==> src/npr_ram.sv <==
// generic single write port ram with registered read
module npr_ram #(
  parameter int WIDTH = 48,
  parameter int DEPTH = 16
) (
  input  logic                     clk,
  input  logic                     we,
  input  logic [$clog2(DEPTH)-1:0] waddr,
  input  logic [WIDTH-1:0]         wdata,
  input  logic [$clog2(DEPTH)-1:0] raddr,
  output logic [WIDTH-1:0]         rdata
);

  logic [WIDTH-1:0] mem [DEPTH];

  always_ff @(posedge clk) begin
    if (we) begin
      mem[waddr] <= wdata;
    end
    rdata <= mem[raddr];
  end

endmodule

==> config.mk <==
export PLATFORM = sky130hd
export DESIGN_NAME = npr_ram
export DESIGN_NICKNAME = d
export VERILOG_FILES = /design/src/npr_ram.sv
export SDC_FILE = /design/constraint.sdc
export NUM_CORES = 1
export LEC_CHECK = 0
export ABC_AREA = 1
export BUFFER_PORTS_ARGS = -buffer_cell sky130_fd_sc_hd__clkbuf_2
export CAP_MARGIN = 30
export CELL_PAD_IN_SITES_DETAIL_PLACEMENT = 1
export CELL_PAD_IN_SITES_GLOBAL_PLACEMENT = 1
export CORE_MARGIN = 2
export CORE_UTILIZATION = 45
export DETAILED_ROUTE_END_ITERATION = 8
export PLACE_DENSITY = 0.83
export REMOVE_ABC_BUFFERS = 1
export SETUP_SLACK_MARGIN = 0.02
export SLEW_MARGIN = 5
export SYNTH_ARGS = -nofsm -noshare
export SYNTH_HDL_FRONTEND = slang
export SYNTH_SLANG_ARGS = --single-unit
==> constraint.sdc <==
create_clock -name clk -period 5.21 [get_ports clk]
set_input_delay 0.521 -clock clk [delete_from_list [all_inputs] [get_ports clk]]
set_output_delay 0.521 -clock clk [all_outputs]
set_load 0.01 [all_outputs]
==> flow_metrics.py <==
metrics = {
    "outcome": {
        "outcome": "complete, no violations",
    },
    "routing": {
        "drt_wl_total_um": 100000,
        "first_iter_violations": 2302,
        "routed-via-count": 23421,
        "dr.pass1.iters": 5,
        "via_per_inst": 5.46,
        "drcViolationCount": 0,
        "route.antenna.remaining_nets": 0,
        "routedWlPerCell_um": 23.4,
    },
    "placed_design": {
        "dp_hpwl_um": 53200,
        "gp_weighted_congestion": 0.744,
        "numPortBuffers": 105,
    },
    "grt": {
        "grt_pass1_wl_um": 151000,
        "grt_overflow": 0,
        "antenna_violations_before_repair": 9,
        "grtUsageTotal": 0.258,
        "grt_pass1_vias": 25362,
        "pin_count_of_the_biggest_net_entering_global_routing": 184,
    },
    "synthesis": {
        "synthesis.area_per_instance_um2": 10.7,
        "post_synth_num_cell_types": 15,
        "synth-seq-area-share": 0.707,
        "synthesis.instances": 3165,
        "synth.cell_area_um2": 34000,
        "ys_seq_elements": 816,
        "synth-warning-count": 0,
    },
    "worst_hold_path": {
        "min_delay_path_depth": 3,
        "worstHoldStart": "raddr[3]",
        "timing.hold.worst_endpoint": "rdata[28]",
        "hold_class": "primary input to flip-flop",
    },
    "timing": {
        "fmaxAchievable_mhz": 462,
        "layout_worst_path_cycle_share": 0.416,
        "timing.slew.headroom": 0.345,
        "setup_viol": 0,
        "rsz0062_at_grt": "no",
        "final_max_slew_viol_count": 0,
        "hold_violations": 0,
        "period_needed_ps": 2170,
        "worst_pin_slew_ps": 983,
        "final.setup.tns_ps": 0,
        "clock-skew-final_ps": 16.5,
    },
    "worst_setup_path": {
        "reg2reg_depth": 6,
        "crit_arrival_ps": 2430,
        "crit_path_start_kind": "primary input",
        "crit_type": "primary input to flip-flop",
        "reg2reg_setup_slack_ps": 3970,
        "crit_family": "simple AND/OR/NAND/NOR gates",
        "critical_path_buf_inv_count": 2,
        "worst_path_max_delay_cell": "sky130_fd_sc_hd__buf_4",
        "crit_path_end_kind": "flip-flop",
        "reg2reg_from": "mem[14][21]",
        "timing.critical_path.required_ps": 5480,
        "rr_endpoint": "rdata[21]",
        "cp_max_fo": 35,
        "critical_path.max_stage_delay_ps": 730,
        "worstPathCellList": "clkbuf_2, nand3b_1, nor2_4, buf_4",
    },
    "cells_and_area": {
        "mostFrequentLayoutCells": "1,013 x sky130_fd_sc_hd__nand2_1, 768 x sky130_fd_sc_hd__edfxtp_1, 578 x sky130_fd_sc_hd__inv_1, 577 x sky130_fd_sc_hd__nand3_1, 101 x sky130_fd_sc_hd__clkbuf_2",
        "synthToLayoutAreaGrowth_pct": 12.0,
        "most_common_cell_after_layout_fill_and_taps_aside": "sky130_fd_sc_hd__nand2_1",
        "drive_above_1_share": 0.0851,
        "finish.net_count": 3301,
    },
    "cts": {
        "cts_made_buffers": 83,
        "ctsHtreeMaxLevel": 3,
        "clkLatencyLatePin_ps": 640,
        "clk_transition_reported_paths_ps": 60,
        "tritoncts": "built",
        "ctsLongestPathBuffers": 3,
        "hold_buffers": 0,
        "cts.repair.resized": 0,
        "cts_root_buf": "sky130_fd_sc_hd__clkbuf_16",
        "post-cts-setup-buffer-count": 0,
        "cts_num_sinks": 816,
    },
    "floorplanning": {
        "floorplan.die.width_um": 279,
        "core_region_area_um2": 74600,
        "die_height_um": 279,
        "die-area_um2": 77700,
        "initial_core_util": 0.456,
        "ioPinCount": 106,
        "std_cell_rows": 100,
    },
    "power_and_ir_drop": {
        "total_power_mw": 14.3,
        "power-per-cell-area_nw_per_um2": 374,
        "irDropWorstVdd_uv": 207,
        "total_leakage_power_nw": 16.2,
    },
    "job": {
        "max_cap_violations": 0,
    },
}
## layer usage
metal | wire length (um) | part of all wire | track usage
met5 | 55 | 0.00055 | 0
met1 | 38700 | 0.39 | 0.312
met4 | 4250 | 0.042 | 0.123
met3 | 7290 | 0.073 | 0.0477
met2 | 50100 | 0.50 | 0.445
## logic make-up after synthesis
kind of cell / Yosys count / share of synthesized area
and+or+nand+nor: 1609 / 0.199
buffers and inverters: 740 / 0.0941
DFF: 816 / 0.707
## per-stage QoR
| stage | hold WS (ps) | cells | utilization | setup slack (ps) | cell area [um^2] |
|---|---|---|---|---|---|
| CTS | 245 | 4279 | 0.510 | 2990 | 38000 |
| finish | 272 | 4286 | 0.511 | 3040 | 38100 |
| detailed placement | 664 | 4125 | 0.474 | 2330 | 35300 |
| global route | 279 | 4283 | 0.511 | 3000 | 38100 |
| floorplan | 607 | 3007 | - | 1400 | 33000 |
| global placement | 633 | 4121 | 0.473 | 2400 | 35200 |
## worst min-delay path: cells and delay by family
kind          cells  cell delay (ps)
buf+inv           1              190
simple gates      2              150
## state kept, by name, summed over array words and instances (netlist names)
name / cells
mem: 768
rdata: 48
## final cells by class
cell class	instances	area, um^2
fill	7984	36500
sequential	816	24000
multi-input combinational	1609	6890
clock buffer	116	2290
inverter	582	2200
tap	969	1210
timing repair buffer	151	1070
clock inverter	38	382
antenna	5	12.5
## report_power, final
group,switching [mW],internal [mW]
logic,0.659,0.230
clock network,2.54,3.43
registers,0.0647,7.34
## cell usage after synthesis
cell type,count,area share
sky130_fd_sc_hd__nand2_1,1013,0.11
sky130_fd_sc_hd__edfxtp_1,768,0.68
sky130_fd_sc_hd__inv_1,580,0.064
sky130_fd_sc_hd__nand3_1,577,0.085
sky130_fd_sc_hd__buf_2,78,0.011
sky130_fd_sc_hd__dfxtp_1,48,0.028
sky130_fd_sc_hd__buf_6,35,0.012
sky130_fd_sc_hd__clkbuf_1,25,0.0028
sky130_fd_sc_hd__nor2_1,17,0.0019
sky130_fd_sc_hd__buf_4,12,0.0027
sky130_fd_sc_hd__buf_1,7,0.00077
sky130_fd_sc_hd__nand3b_1,2,0.00044
sky130_fd_sc_hd__buf_8,1,0.00044
sky130_fd_sc_hd__inv_2,1,0.00011
sky130_fd_sc_hd__inv_4,1,0.00018
## how the worst max path moves through the flow
stage	startpoint	to	slack, ps	cells past startpoint
2_1_floorplan	raddr[1]	rdata[0]	1400	5
3_3_place_gp	raddr[1]	rdata[43]	2400	7
3_5_place_dp	raddr[1]	rdata[19]	2330	7
4_1_cts	raddr[1]	rdata[19]	2990	7
5_1_grt	waddr[2]	mem[3][7]	3000	5
6_report	waddr[2]	mem[11][46]	3040	4
Power figures use the tool's default switching activity.
